<file path="src/sv/encoder_count_extender_top_defines.svh">
// assertion macros shared by the encoder count extender
`ifndef ENCODER_COUNT_EXTENDER_TOP_DEFINES_SVH
`define ENCODER_COUNT_EXTENDER_TOP_DEFINES_SVH

// consequent must hold in the same cycle as the antecedent
`define ECE_ASSERT_SAME(label, clk_sig, rst_sig, ante, cons) \
  label: assert property (@(posedge clk_sig) disable iff (rst_sig) (ante) |-> (cons)) \
    else $error("encoder count extender check failed");

// consequent must hold in the cycle after the antecedent
`define ECE_ASSERT_NEXT(label, clk_sig, rst_sig, ante, cons) \
  label: assert property (@(posedge clk_sig) disable iff (rst_sig) (ante) |=> (cons)) \
    else $error("encoder count extender check failed");

`endif

</file>
<file path="src/sv/ece_pkg.sv">
// types and constants of the encoder count extender
`timescale 1ns / 1ps

package ece_pkg;

  localparam int POS_W      = 32;
  localparam int HW_FIELD_W = 16;
  localparam int CMD_W      = 3;
  localparam int DIR_W      = 2;
  localparam int OUT_BITS   = 3 * POS_W + DIR_W;
  localparam int OUT_DATA_W = ((OUT_BITS + 7) / 8) * 8;

  typedef enum logic [CMD_W-1:0] {
    CMD_START  = 3'd0,
    CMD_UP     = 3'd1,
    CMD_DOWN   = 3'd2,
    CMD_RELOAD = 3'd3,
    CMD_SAMPLE = 3'd4
  } command_t;

  typedef enum logic [DIR_W-1:0] {
    DIR_UNKNOWN  = 2'd0,
    DIR_FORWARD  = 2'd1,
    DIR_BACKWARD = 2'd2
  } dir_t;

  typedef struct packed {
    command_t               command;
    logic [HW_FIELD_W-1:0]  hw_count;
  } item_t;

  typedef struct packed {
    dir_t                   direction;
    logic [POS_W-1:0]       backward_total;
    logic [POS_W-1:0]       forward_total;
    logic signed [POS_W-1:0] position;
  } result_t;

  // handshake control between the input register and the result register
  typedef struct packed {
    logic load;
    logic advance;
  } stage_ctrl_t;

endpackage

</file>
<file path="src/sv/encoder_count_extender_top.sv">
// top level of the encoder count extender
`timescale 1ns / 1ps

// Extends an up/down hardware encoder count to a signed 32-bit position and
// keeps forward and backward movement totals. Each input beat carries a
// command in s_axis_tuser (start, direction up, direction down, reload match,
// sample; other codes leave the state alone) and the hardware count in
// s_axis_tdata; every input beat gives exactly one output beat with the
// position, both totals and the count direction as they stand after that
// command. Throughput is one beat per clock: the whole state update for an
// event is a single pass of adders between the input register and the
// result register, so a new beat is taken every cycle while the output side
// keeps up. From input acceptance to output valid a beat passes the input
// register, then the result register. The result register parts the two
// sides: while it holds an untaken beat, one more beat can still be accepted
// into the input register. All totals wrap modulo 2^32.

`include "encoder_count_extender_top_defines.svh"

module encoder_count_extender_top #(
  parameter int HW_COUNT_WIDTH = 16
) (
  input  logic                             clk,
  input  logic                             rst,
  // input event stream
  input  logic                             s_axis_tvalid,
  output logic                             s_axis_tready,
  input  logic [ece_pkg::HW_FIELD_W-1:0]   s_axis_tdata,  // [15:0] hw_count
  input  logic [ece_pkg::CMD_W-1:0]        s_axis_tuser,  // [2:0] command
  // result stream
  output logic                             m_axis_tvalid,
  input  logic                             m_axis_tready,
  // [31:0] position, [63:32] forward_total, [95:64] backward_total,
  // [97:96] direction, [103:98] zero
  output logic [ece_pkg::OUT_DATA_W-1:0]   m_axis_tdata
);
  import ece_pkg::*;

  item_t       item_in, item_held;
  logic        in_valid;
  logic        advance;
  stage_ctrl_t in_ctrl, out_ctrl;
  result_t     result_next, result_held;

  // an event moves into the result register when that slot is free or draining
  assign advance       = in_valid && (!m_axis_tvalid || m_axis_tready);
  assign s_axis_tready = !in_valid || advance;

  assign item_in.command  = command_t'(s_axis_tuser);
  assign item_in.hw_count = s_axis_tdata;

  assign in_ctrl.load     = s_axis_tvalid && s_axis_tready;
  assign in_ctrl.advance  = advance;
  assign out_ctrl.load    = advance;
  assign out_ctrl.advance = m_axis_tready;

  ece_in_reg u_in_reg (
    .clk      (clk),
    .rst      (rst),
    .ctrl     (in_ctrl),
    .item_in  (item_in),
    .item_out (item_held),
    .valid    (in_valid)
  );

  // state is committed on the same edge the result is captured
  ece_core #(
    .HW_COUNT_WIDTH (HW_COUNT_WIDTH)
  ) u_core (
    .clk     (clk),
    .rst     (rst),
    .advance (advance),
    .item    (item_held),
    .result  (result_next)
  );

  ece_out_reg u_out_reg (
    .clk        (clk),
    .rst        (rst),
    .ctrl       (out_ctrl),
    .result_in  (result_next),
    .result_out (result_held),
    .valid      (m_axis_tvalid)
  );

  // pack result fields, lowest field first, zero fill to whole bytes
  assign m_axis_tdata = {(OUT_DATA_W - OUT_BITS)'(0), result_held.direction,
                         result_held.backward_total, result_held.forward_total,
                         result_held.position};

  // an empty result register never back-pressures the input
  `ECE_ASSERT_SAME(a_ready_when_out_empty, clk, rst, !m_axis_tvalid, s_axis_tready)

  // an accepted beat is held in the input register on the next cycle
  `ECE_ASSERT_NEXT(a_accept_fills_input, clk, rst, s_axis_tvalid && s_axis_tready, in_valid)

  // the direction code on the output is never the unused value
  `ECE_ASSERT_SAME(a_dir_code_valid, clk, rst, m_axis_tvalid, m_axis_tdata[97:96] != 2'd3)

endmodule

</file>
<file path="src/sv/ece_in_reg.sv">
// input register holding one accepted event beat
`timescale 1ns / 1ps

module ece_in_reg (
  input  logic                clk,
  input  logic                rst,
  input  ece_pkg::stage_ctrl_t ctrl,
  input  ece_pkg::item_t      item_in,
  output ece_pkg::item_t      item_out,
  output logic                valid
);
  import ece_pkg::*;

  logic valid_next;

  always_comb begin
    valid_next = valid;
    if (ctrl.load) begin
      valid_next = 1'b1;
    end else if (ctrl.advance) begin
      valid_next = 1'b0;
    end
  end

  always_ff @(posedge clk) begin
    if (rst) begin
      valid <= 1'b0;
    end else begin
      valid <= valid_next;
    end
  end

  always_ff @(posedge clk) begin
    if (ctrl.load) begin
      item_out <= item_in;
    end
  end

endmodule

</file>
<file path="src/sv/ece_core.sv">
// position state and combinational event update
`timescale 1ns / 1ps

module ece_core #(
  parameter int HW_COUNT_WIDTH = 16
) (
  input  logic             clk,
  input  logic             rst,
  input  logic             advance,
  input  ece_pkg::item_t   item,
  output ece_pkg::result_t result
);
  import ece_pkg::*;

  localparam int UPPER_W = (HW_COUNT_WIDTH < POS_W) ? POS_W - HW_COUNT_WIDTH : 1;
  localparam logic [POS_W-1:0] HW_MASK = (HW_COUNT_WIDTH >= POS_W) ? {POS_W{1'b1}} :
                                         ((POS_W'(1) << HW_COUNT_WIDTH) - POS_W'(1));

  logic [UPPER_W-1:0] upper_count, upper_count_next;
  dir_t               count_direction, count_direction_next;
  logic [POS_W-1:0]   last_position, last_position_next;
  logic [POS_W-1:0]   forward_sum, forward_sum_next;
  logic [POS_W-1:0]   backward_sum, backward_sum_next;

  logic [POS_W-1:0]   hw_masked;
  logic [POS_W-1:0]   hi_cur, hi_new;
  logic [POS_W-1:0]   pos_cur;
  logic [POS_W-1:0]   diff_fwd, diff_bwd;

  assign hw_masked = POS_W'(item.hw_count) & HW_MASK;

  // upper part sits above the counter bits, none when the counter fills the word
  if (HW_COUNT_WIDTH < POS_W) begin : g_upper
    assign hi_cur = POS_W'(upper_count) << HW_COUNT_WIDTH;
    assign hi_new = POS_W'(upper_count_next) << HW_COUNT_WIDTH;
  end else begin : g_no_upper
    assign hi_cur = '0;
    assign hi_new = '0;
  end

  assign pos_cur  = hi_cur | hw_masked;
  assign diff_fwd = pos_cur - last_position;
  assign diff_bwd = last_position - pos_cur;

  always_comb begin
    upper_count_next     = upper_count;
    count_direction_next = count_direction;
    last_position_next   = last_position;
    forward_sum_next     = forward_sum;
    backward_sum_next    = backward_sum;
    case (item.command)
      CMD_START: begin
        last_position_next = pos_cur;
      end
      CMD_UP: begin
        count_direction_next = DIR_FORWARD;
      end
      CMD_DOWN: begin
        count_direction_next = DIR_BACKWARD;
      end
      CMD_RELOAD: begin
        case (count_direction)
          DIR_FORWARD: begin
            upper_count_next = upper_count + UPPER_W'(1);
          end
          DIR_BACKWARD: begin
            upper_count_next = upper_count - UPPER_W'(1);
          end
          default: begin
            // unknown direction: nonzero position means underflow
            if (pos_cur != '0) begin
              upper_count_next     = upper_count - UPPER_W'(1);
              count_direction_next = DIR_BACKWARD;
            end else begin
              upper_count_next     = upper_count + UPPER_W'(1);
              count_direction_next = DIR_FORWARD;
            end
          end
        endcase
      end
      CMD_SAMPLE: begin
        if (diff_fwd != '0) begin
          if (diff_fwd[POS_W-1]) begin
            backward_sum_next = backward_sum + diff_bwd;
          end else begin
            forward_sum_next = forward_sum + diff_fwd;
          end
        end
        last_position_next = pos_cur;
      end
      default: begin
      end
    endcase
  end

  always_ff @(posedge clk) begin
    if (rst) begin
      upper_count     <= '0;
      count_direction <= DIR_UNKNOWN;
      last_position   <= '0;
      forward_sum     <= '0;
      backward_sum    <= '0;
    end else if (advance) begin
      upper_count     <= upper_count_next;
      count_direction <= count_direction_next;
      last_position   <= last_position_next;
      forward_sum     <= forward_sum_next;
      backward_sum    <= backward_sum_next;
    end
  end

  always_comb begin
    result.position       = hi_new | hw_masked;
    result.forward_total  = forward_sum_next;
    result.backward_total = backward_sum_next;
    result.direction      = count_direction_next;
  end

endmodule

</file>
<file path="src/sv/ece_out_reg.sv">
// result register holding one beat for the output side
`timescale 1ns / 1ps

module ece_out_reg (
  input  logic                 clk,
  input  logic                 rst,
  input  ece_pkg::stage_ctrl_t ctrl,
  input  ece_pkg::result_t     result_in,
  output ece_pkg::result_t     result_out,
  output logic                 valid
);
  import ece_pkg::*;

  logic valid_next;

  // here advance is the downstream ready: a held beat is taken while it is high
  always_comb begin
    valid_next = valid;
    if (ctrl.load) begin
      valid_next = 1'b1;
    end else if (ctrl.advance) begin
      valid_next = 1'b0;
    end
  end

  always_ff @(posedge clk) begin
    if (rst) begin
      valid <= 1'b0;
    end else begin
      valid <= valid_next;
    end
  end

  always_ff @(posedge clk) begin
    if (ctrl.load) begin
      result_out <= result_in;
    end
  end

endmodule

</file>
<file path="config.mk">
export PLATFORM = sky130hd
export DESIGN_NAME = encoder_count_extender_top
export DESIGN_NICKNAME = d
export VERILOG_FILES = /design/src/sv/ece_pkg.sv /design/src/sv/encoder_count_extender_top.sv /design/src/sv/ece_in_reg.sv /design/src/sv/ece_core.sv /design/src/sv/ece_out_reg.sv
export VERILOG_INCLUDE_DIRS = /design/src /design/src/sv
export SDC_FILE = /design/constraint.sdc
export NUM_CORES = 1
export LEC_CHECK = 0
export ABC_AREA = 1
export BUFFER_PORTS_ARGS = -buffer_cell sky130_fd_sc_hd__buf_2
export CAP_MARGIN = 5
export CORE_ASPECT_RATIO = 0.9
export CORE_UTILIZATION = 40
export DETAILED_ROUTE_END_ITERATION = 16
export PLACE_DENSITY = 0.67
export SLEW_MARGIN = 15
export SYNTH_ARGS = -nofsm -noshare
export SYNTH_HDL_FRONTEND = slang
export SYNTH_SLANG_ARGS = --single-unit
</file>
<file path="constraint.sdc">
create_clock -name clk -period 5.61 [get_ports clk]
set_clock_uncertainty 0.05 [all_clocks]
set_input_delay 1.122 -clock clk [delete_from_list [all_inputs] [get_ports clk]]
set_output_delay 1.122 -clock clk [all_outputs]
set_load 0.05 [all_outputs]
</file>
### Word-level counts from Yosys, hierarchy flattened

Index checks and enable logic that the tools add are counted.

* flip-flop bits (word level): 233
* input bits: 23

* $add $sub $neg: 6
* multiplexer cells: 16
* equal/unequal tests: 6
* reduce and logical (&&, ||, !) cells: 14
* bitwise gates (word level): 2

Operators with widths (count)
* $mux W32: 6
* $add A32 B32 Y32: 2
* $or A32 B16 Y32: 2
* $reduce_bool A32 Y1: 2
* $sub A32 B32 Y32: 2
* $mux W16: 2
* $pmux W16 S2: 1
* $add A16 B1 Y16 const B: 1
* $sub A16 B1 Y16 const B: 1
* $eq A3 B2 Y1 const B: 2
* $pmux W2 S3: 1
* $mux W1: 4
* $mux W2: 2
* $reduce_bool A2 Y1: 2
* $reduce_or A2 Y1: 2
* $eq A3 B1 Y1 const B: 1
* $eq A3 B3 Y1 const B: 1
* $logic_not A3 Y1: 1
* $eq A2 B1 Y1 const B: 1
* $eq A2 B2 Y1 const B: 1
* $logic_and A1 B1 Y1: 2
* $logic_not A1 Y1: 2
* $logic_or A1 B1 Y1: 2
* $reduce_and A2 Y1: 1

### Depth between registers and ports, before layout

Gate-level depths: netlist of run 1.

* depth after elaboration: 6
* depth in mapped cells: 27
* gate-level depth less buffers: 26

### Modules after synthesis

Synthesis of run 1 repeated with hierarchy kept, for this count alone.

* cells, all modules: 2371
* area, all modules: 17186.5 um2

Modules (own cells, without submodules)
* ece_core: cells an instance 2232, times used 1, seq. area each 2282.2 um2, area an instance 13520.5 um2
* ece_out_reg: cells an instance 103, times used 1, seq. area each 2962.8 um2, area an instance 2982.9 um2
* ece_in_reg: cells an instance 24, times used 1, seq. area each 590.6 um2, area an instance 610.6 um2
* encoder_count_extender_top: cells an instance 12, times used 1, seq. area each 0.0 um2, area an instance 72.6 um2

### Worst setup path before layout of run 1

OpenSTA, ideal clock, no wires.

* kind: in2reg
* start point: in m_axis_tready
* end point: reg u_out_reg.result_out[0] (netlist bit) (enable)
* arrival time: 4.717 ns
* required time: 5.059 ns
* path slack: 0.342 ns
* cell stages on the path: 7
* buffers on the path: 3
* cell sequence: inv_1 > nand2_1 > nand2_1 > clkbuf_1 > inv_1 > clkbuf_1 > clkbuf_1

* longest elaborated chain between the ends: 2

RTL lines
* from (decl): RTL line encoder_count_extender_top.sv:32 `input logic m_axis_tready,`
* $logic_or A1 B1 Y1: RTL line encoder_count_extender_top.sv:46 `assign advance = in_valid && (!m_axis_tvalid || m_axis_tready);`
* $logic_and A1 B1 Y1: RTL line encoder_count_extender_top.sv:46
* named net advance: RTL line encoder_count_extender_top.sv:41 `logic advance;`
* to (signal assigned): RTL line ece_out_reg.sv:36 `result_out <= result_in;`
* to (decl): RTL line ece_out_reg.sv:9 `output ece_pkg::result_t result_out,`

The timed path passes the listed nets, and every way through them passes these cells.
A chain may end at the register's enable or synchronous reset.

==> flow_summary.ini, run 1 <==
[run_status]
status = finished clean

[placed_design]
gp_congestion = 0.941
dp_hpwl_um = 36100
io_buffers = 122

[yosys]
synth_area_leader_cell = edfxtp_1
ys_types = 53
synth-simple-area-share_pct = 23.0
synth-compound-area-share_pct = 14.7
synth_top_cell_area_share_pct = 20.9
synth-main-ff-cell = edfxtp_1
yosysSeqAreaShare_pct = 34.8
synthMuxAreaShare_pct = 0
avgSynthCellArea_sq_um = 7.21
synth_xor_area_share_pct = 3.97
synth_area_leaders = edfxtp_1 21%, dfxtp_1 14%, nand2_1 11%
synthAdderAreaFrac_pct = 11.5
ys_ff_latch = 233
synth_top_family_by_area = simple AND/OR/NAND/NOR gates
syn_area_sq_mm = 0.0168
yosysWarnings = 0
synth_edf_count = 117
synthArstFlopShare_pct = 0
postSynthCellCount = 2326

[die]
die_height_um = 196
core-area_sq_mm = 0.0410
rows = 70
ios = 129
initial_utilization_pct = 40.9
die-area_sq_mm = 0.0428
die_w_um = 218

[critical_path]
reg2regPathDepth = 24
critPathRequiredTime_ns = 6.00
start_kind = flop
crit_type = reg2reg
critPathCaptureType = flop
arrival_ns = 4.55
crit_fanout = 4

[sta]
setup_viol = 0
max_freq_mhz = 241
worst_pin_slew_ns = 1.03
final_hold_viol_count = 0
slew_headroom_pct = 31.3
slew_viol_final = 0
fin_tns_setup_ns = 0
period_needed_ns = 4.16
finalCritPeriodShare_pct = 74.1
rsz0062_at_grt = false

[layout]
final_common_cell = nand2_1
final_cell_mix = 484 x nand2_1, 437 x inv_1, 210 x nor2_1
drive_gt1_share_pct = 9.56
fillers = 4132
area_growth_pct = 12.1
nNetsFinal = 2585
antenna_cells = 0

[power_and_ir_drop]
ir_drop_mv = 0.212
cellPowerDensity_mw_per_mm2 = 318
p_leak_nw = 9.47
p_total_mw = 5.99

[clock_tree]
cts_resized = 0
clk_path_buf_depth = 3
numCtsBuffers = 26
htreeDepth = 1
clkLatencyLatePin_ns = 0.56
cts_tree = yes
clk_pin_slew_ns = 0.06
cts_setup_buffers = 0
ctsHoldBuffers = 0
ctsRootBufferMaster = clkbuf_16
clock-sinks = 233

[routing]
wl_um = 46800
via_per_inst = 5.01
dr_total_vias = 14960
wl_per_cell_um = 15.7
drt_iter0_markers = 946
drc = 0
drt_pass1_iterations = 6
antenna_left = 0

[global_routing]
antenna_found_initial = 0
grtUsageTotal_pct = 21.9
grt.overflow.total = 0
grt_max_degree = 101
grt_pass1_wl_um = 75300
first_global_vias = 14186

[min_path]
min_path_cells = 2
hold_class = reg2reg

[flow_run]
timing.max_cap.violations = 0
## worst max-delay path, stage by stage, from the launching register on
cell	delay, ns
edfxtp_1	0.39
inv_1	0.09
ha_1	0.23
fa_1	0.41
inv_1	0.12
nand3_1	0.09
nand2_1	0.12
nand2_1	0.08
nand2_1	0.12
nand2_1	0.08
nand3_1	0.11
nand2_1	0.06
nand2_1	0.12
ha_1	0.30
a21oi_1	0.27
o21ai_0	0.15
a21oi_1	0.18
nand3_1	0.22
nand3_1	0.13
o211ai_1	0.15
xor2_1	0.18
nand3_1	0.09
nand2_1	0.10
o21ai_1	0.14
inv_1	0.06
## stage by stage
step	instance area [sq um]	std cells	setup slack [ns]	util, %	hold slack [ns]
2_1_floorplan	16800	2331	0.342	-	0.401
3_5_place_dp	17900	2940	1.42	43.6	0.429
5_1_grt	18800	2988	1.02	45.9	0.474
3_3_place_gp	17900	2940	1.40	43.6	0.411
4_1_cts	18800	2988	1.41	45.9	0.441
6_report	18800	2988	1.45	45.9	0.438
## registers in the layout, summed over array words and instances (netlist names)
signal                  cells
u_out_reg.result_out       98
u_core.backward_sum        32
u_in_reg.item_out          19
u_out_reg.valid             1
u_core.last_position       32
u_core.upper_count         16
u_core.forward_sum         32
u_core.count_direction      2
u_in_reg.valid              1
## cell usage after synthesis, types with 2 or more instances
cell / number
nand4_1: 25
o221ai_1: 2
nand2_2: 6
buf_4: 13
xnor2_1: 22
o21ai_1: 72
o21ai_0: 128
a211oi_1: 4
nand3_2: 5
nor2_2: 9
o21bai_1: 6
a21boi_0: 4
a21oi_1: 191
nand3b_1: 4
xor2_1: 49
buf_2: 9
buf_6: 4
nor3_1: 20
a21o_1: 10
ha_1: 101
nor3_2: 5
o22ai_1: 6
nand3_1: 120
dfxtp_1: 116
nand2_4: 2
nor2_1: 210
o211ai_1: 4
edfxtp_1: 117
a31oi_1: 13
o31ai_1: 3
and2_1: 2
nor4_1: 11
nand2_1: 485
inv_2: 9
inv_1: 439
o21ai_2: 10
or2_2: 2
clkbuf_1: 37
o21a_1: 3
fa_1: 33
buf_1: 3
## metal layers
| layer | track usage, % | wire length [um] | vias to the layer above |
|---|---|---|---|
| li1 | - | - | 7699 |
| met1 | 31.8 | 23200 | 6854 |
| met2 | 34.3 | 20400 | 355 |
| met3 | 2.85 | 2160 | 52 |
| met4 | 5.21 | 963 | 0 |
| met5 | 0 | 0 | - |
## cell families after synthesis
| family | Yosys count |
|---|---|
| buffers and inverters | 515 |
| XOR/XNOR | 73 |
| flip-flops | 233 |
| adder cells (fa/ha/maj) | 134 |
| other | 1 |
| AO/OA/AOI/OAI | 460 |
| AND/OR/NAND/NOR | 910 |
## cell type report
class	count	area [sq um]	area share [%]
clock buffers	30	676	3.59
inverters	449	1690	8.99
well taps	540	676	3.59
repair buffers	135	708	3.76
clock inverters	18	284	1.51
flip-flops and latches	233	5840	31.0
multi-input cells	1583	8940	47.5
## final timing paths
kind	start	end	slack, ns
setup / recovery	u_in_reg.item_out[0]$_DFFE_PP_	u_core.forward_sum[27]$_SDFFE_PP0P_	1.45
hold / removal	u_core.last_position[31]$_SDFFE_PP0P_	u_core.last_position[31]$_SDFFE_PP0P_	0.44
setup reg to reg	u_in_reg.item_out[0]$_DFFE_PP_	u_core.forward_sum[27]$_SDFFE_PP0P_	1.45
hold reg to reg	u_core.last_position[31]$_SDFFE_PP0P_	u_core.last_position[31]$_SDFFE_PP0P_	0.44
## power by group
part           switching (mW)  total [mW]  internal, mW
registers              0.0767        2.00          1.92
logic                    1.42        2.07         0.648
clock network           0.735        1.92          1.19
total                    2.23        5.99          3.76
No activity file was read; power rests on OpenSTA's default activity.
==> run 2: changes to the inputs <==
--- a/config.mk
+++ b/config.mk
@@ -12,7 +12,7 @@
 export CORE_ASPECT_RATIO = 0.9
 export CORE_UTILIZATION = 40
 export DETAILED_ROUTE_END_ITERATION = 16
-export PLACE_DENSITY = 0.67
+export PLACE_DENSITY = 0.69
 export SLEW_MARGIN = 15
 export SYNTH_ARGS = -nofsm -noshare
 export SYNTH_HDL_FRONTEND = slang
==> constraint.sdc (replaced) <==
create_clock -name clk -period 3.8 [get_ports clk]
set_clock_uncertainty 0.05 [all_clocks]
set_input_delay 0.76 -clock clk [delete_from_list [all_inputs] [get_ports clk]]
set_output_delay 0.76 -clock clk [all_outputs]
set_load 0.05 [all_outputs]
==> flow_summary.ini, run 2 (same netlist as run 1, synthesis figures left out) <==
[sta]
worst_pin_slew_ns = 0.963
fin_tns_setup_ns = 0
final_hold_viol_count = 0
slew_viol_final = 0
period_needed_ns = 3.62
slew_headroom_pct = 35.7
max_freq_mhz = 276
setup_viol = 0
finalCritPeriodShare_pct = 95.4
rsz0062_at_grt = true
setup_ws_ns = 0.176

[die]
die_w_um = 218
ios = 129
rows = 70
die-area_sq_mm = 0.0428
core-area_sq_mm = 0.0410
initial_utilization_pct = 40.9
die_height_um = 196

[min_path]
hold_class = in2reg

[critical_path]
arrival_ns = 4.04
crit_type = reg2reg
critPathCaptureType = flop
slowest_stage = fa_1
critPathRequiredTime_ns = 4.22
slowest_delay_ns = 0.54
crit_chain = buf_4 -> fa_1 -> inv_1 -> ha_1 -> nand2_1 -> o21ai_0 -> buf_4 -> inv_1 -> o211ai_1 -> buf_4 -> a21oi_1 -> o21ai_0 -> xnor2_1 -> o21ai_1 -> o21ai_1 -> inv_1
critPathTopFamily = compound AO/OA/AOI/OAI gates
critPathBufInv = 6
crit_fanout = 4
start_kind = flop

[routing]
wl_um = 48100
drc = 0
wl_per_cell_um = 15.8
drt_iter0_markers = 1010
drt_pass1_iterations = 6
antenna_left = 0
via_per_inst = 5.09
dr_total_vias = 15462

[placed_design]
dp_hpwl_um = 37700
gp_congestion = 0.943
placed_area_sq_mm = 0.0182
io_buffers = 122
pre_cts_slack_ns = 0.0155
dp.cells = 2987

[power_and_ir_drop]
p_leak_nw = 9.69
power.share.combinational_pct = 37.6
seq_power_share_pct = 33.7
ir_drop_mv = 0.357
cellPowerDensity_mw_per_mm2 = 447
p_sw_share_pct = 38.9
internal_power_mw = 5.31
clockPowerShare_pct = 28.7
p_switching_mw = 3.38

[global_routing]
grtUsageTotal_pct = 22.5
grt_pass1_wl_um = 76800
first_global_vias = 14861
grt.overflow.total = 0
grt_max_degree = 100
antenna_found_initial = 0

[flow_run]
timing.max_cap.violations = 0

[layout]
drive_gt1_share_pct = 13.9
final_common_cell = nand2_1
register_area_sq_mm = 0.00584
largest_register_ff_count = 98
stdcell_area_sq_mm = 0.0194
fillers = 4079
final_cells = 3038
final_cell_mix = 474 x nand2_1, 432 x inv_1, 206 x nor2_1
multiInputGateArea_sq_mm = 0.00931
antenna_cells = 0
nNetsFinal = 2635
top_register = u_out_reg.result_out
area_growth_pct = 15.9

[clock_tree]
clkLatencyLatePin_ns = 0.58
ctsRootBufferMaster = clkbuf_16
ctsHoldBuffers = 0
cts_tree = yes
clock-sinks = 233
numCtsBuffers = 27
clk_path_buf_depth = 3
clk_pin_slew_ns = 0.06
htreeDepth = 1

[run_status]
status = finished clean
-- run 2: changes by cell type in the layout (fill, tap and decap cells not counted), sizes merged --
cell      change
buf          +49
clkbuf        +8
bufinv        -7
clkinv        -2
clkinvlp      +1
inv           +1
-- run 2: metrics by stage --
stage / power [mW] / hold slack [ns] / util, %
2_1_floorplan: 5.30 / 0.401 / -
3_3_place_gp: 6.06 / 0.413 / 44.5
3_5_place_dp: 6.09 / 0.423 / 44.5
4_1_cts: 8.62 / 0.273 / 46.6
5_1_grt: 9.25 / 0.283 / 47.5
6_report: 8.69 / 0.302 / 47.5
-- run 2: worst paths after layout --
check                                                              to  cells past startpoint  slack [ns]                             startpoint
worst min-delay path                  u_in_reg.item_out[13]$_DFFE_PP_                      1        0.30                       s_axis_tdata[13]
worst min register to register  u_core.last_position[31]$_SDFFE_PP0P_                      2        0.43  u_core.last_position[31]$_SDFFE_PP0P_
worst max-delay path             u_core.backward_sum[27]$_SDFFE_PP0P_                     16        0.18         u_in_reg.item_out[2]$_DFFE_PP_
worst max register to register   u_core.backward_sum[27]$_SDFFE_PP0P_                     16        0.18         u_in_reg.item_out[2]$_DFFE_PP_
-- run 2: worst register-to-register path: cells and delay by family (launching register included) --
family,cells,cell delay [ns]
buffers and inverters,6,0.72
and+or+nand+nor,1,0.06
xor gates and xnor gates,1,0.17
adders and majority gates,2,0.86
AOI/OAI and AO/OA,6,1.18
DFF,1,0.47
-- run 2: timing repair --
item	4_1_cts	5_1_grt
setup buffers	0	2
gates cloned	0	0
pin swaps	0	13
setup endpoints to repair	2	40
gates resized for setup	2	86
-- run 2: per-layer routing --
layer  GRT usage, %  share of wire [%]
met4           7.93                3.4
met5              0                  0
met2           36.2                 45
met3           2.67                5.3
met1           31.0                 47
-- run 2: power by group through the flow --
stage | clock network [mW] | logic, mW | registers, mW
3_3_place_gp | 0 | 3.09 | 2.97
2_1_floorplan | 0 | 2.09 | 3.21
3_5_place_dp | 0 | 3.12 | 2.97
5_1_grt | 2.65 | 3.65 | 2.94
6_report | 2.49 | 3.27 | 2.92
4_1_cts | 2.56 | 3.14 | 2.92
-- run 2: cell type report --
class	instances	share of cell area (%)
multi-input cells	1583	47.8
flip-flops and latches	233	30.0
inverters	449	8.69
repair buffers	184	5.66
clock buffers	38	3.89
well taps	540	3.47
clock inverters	11	0.431
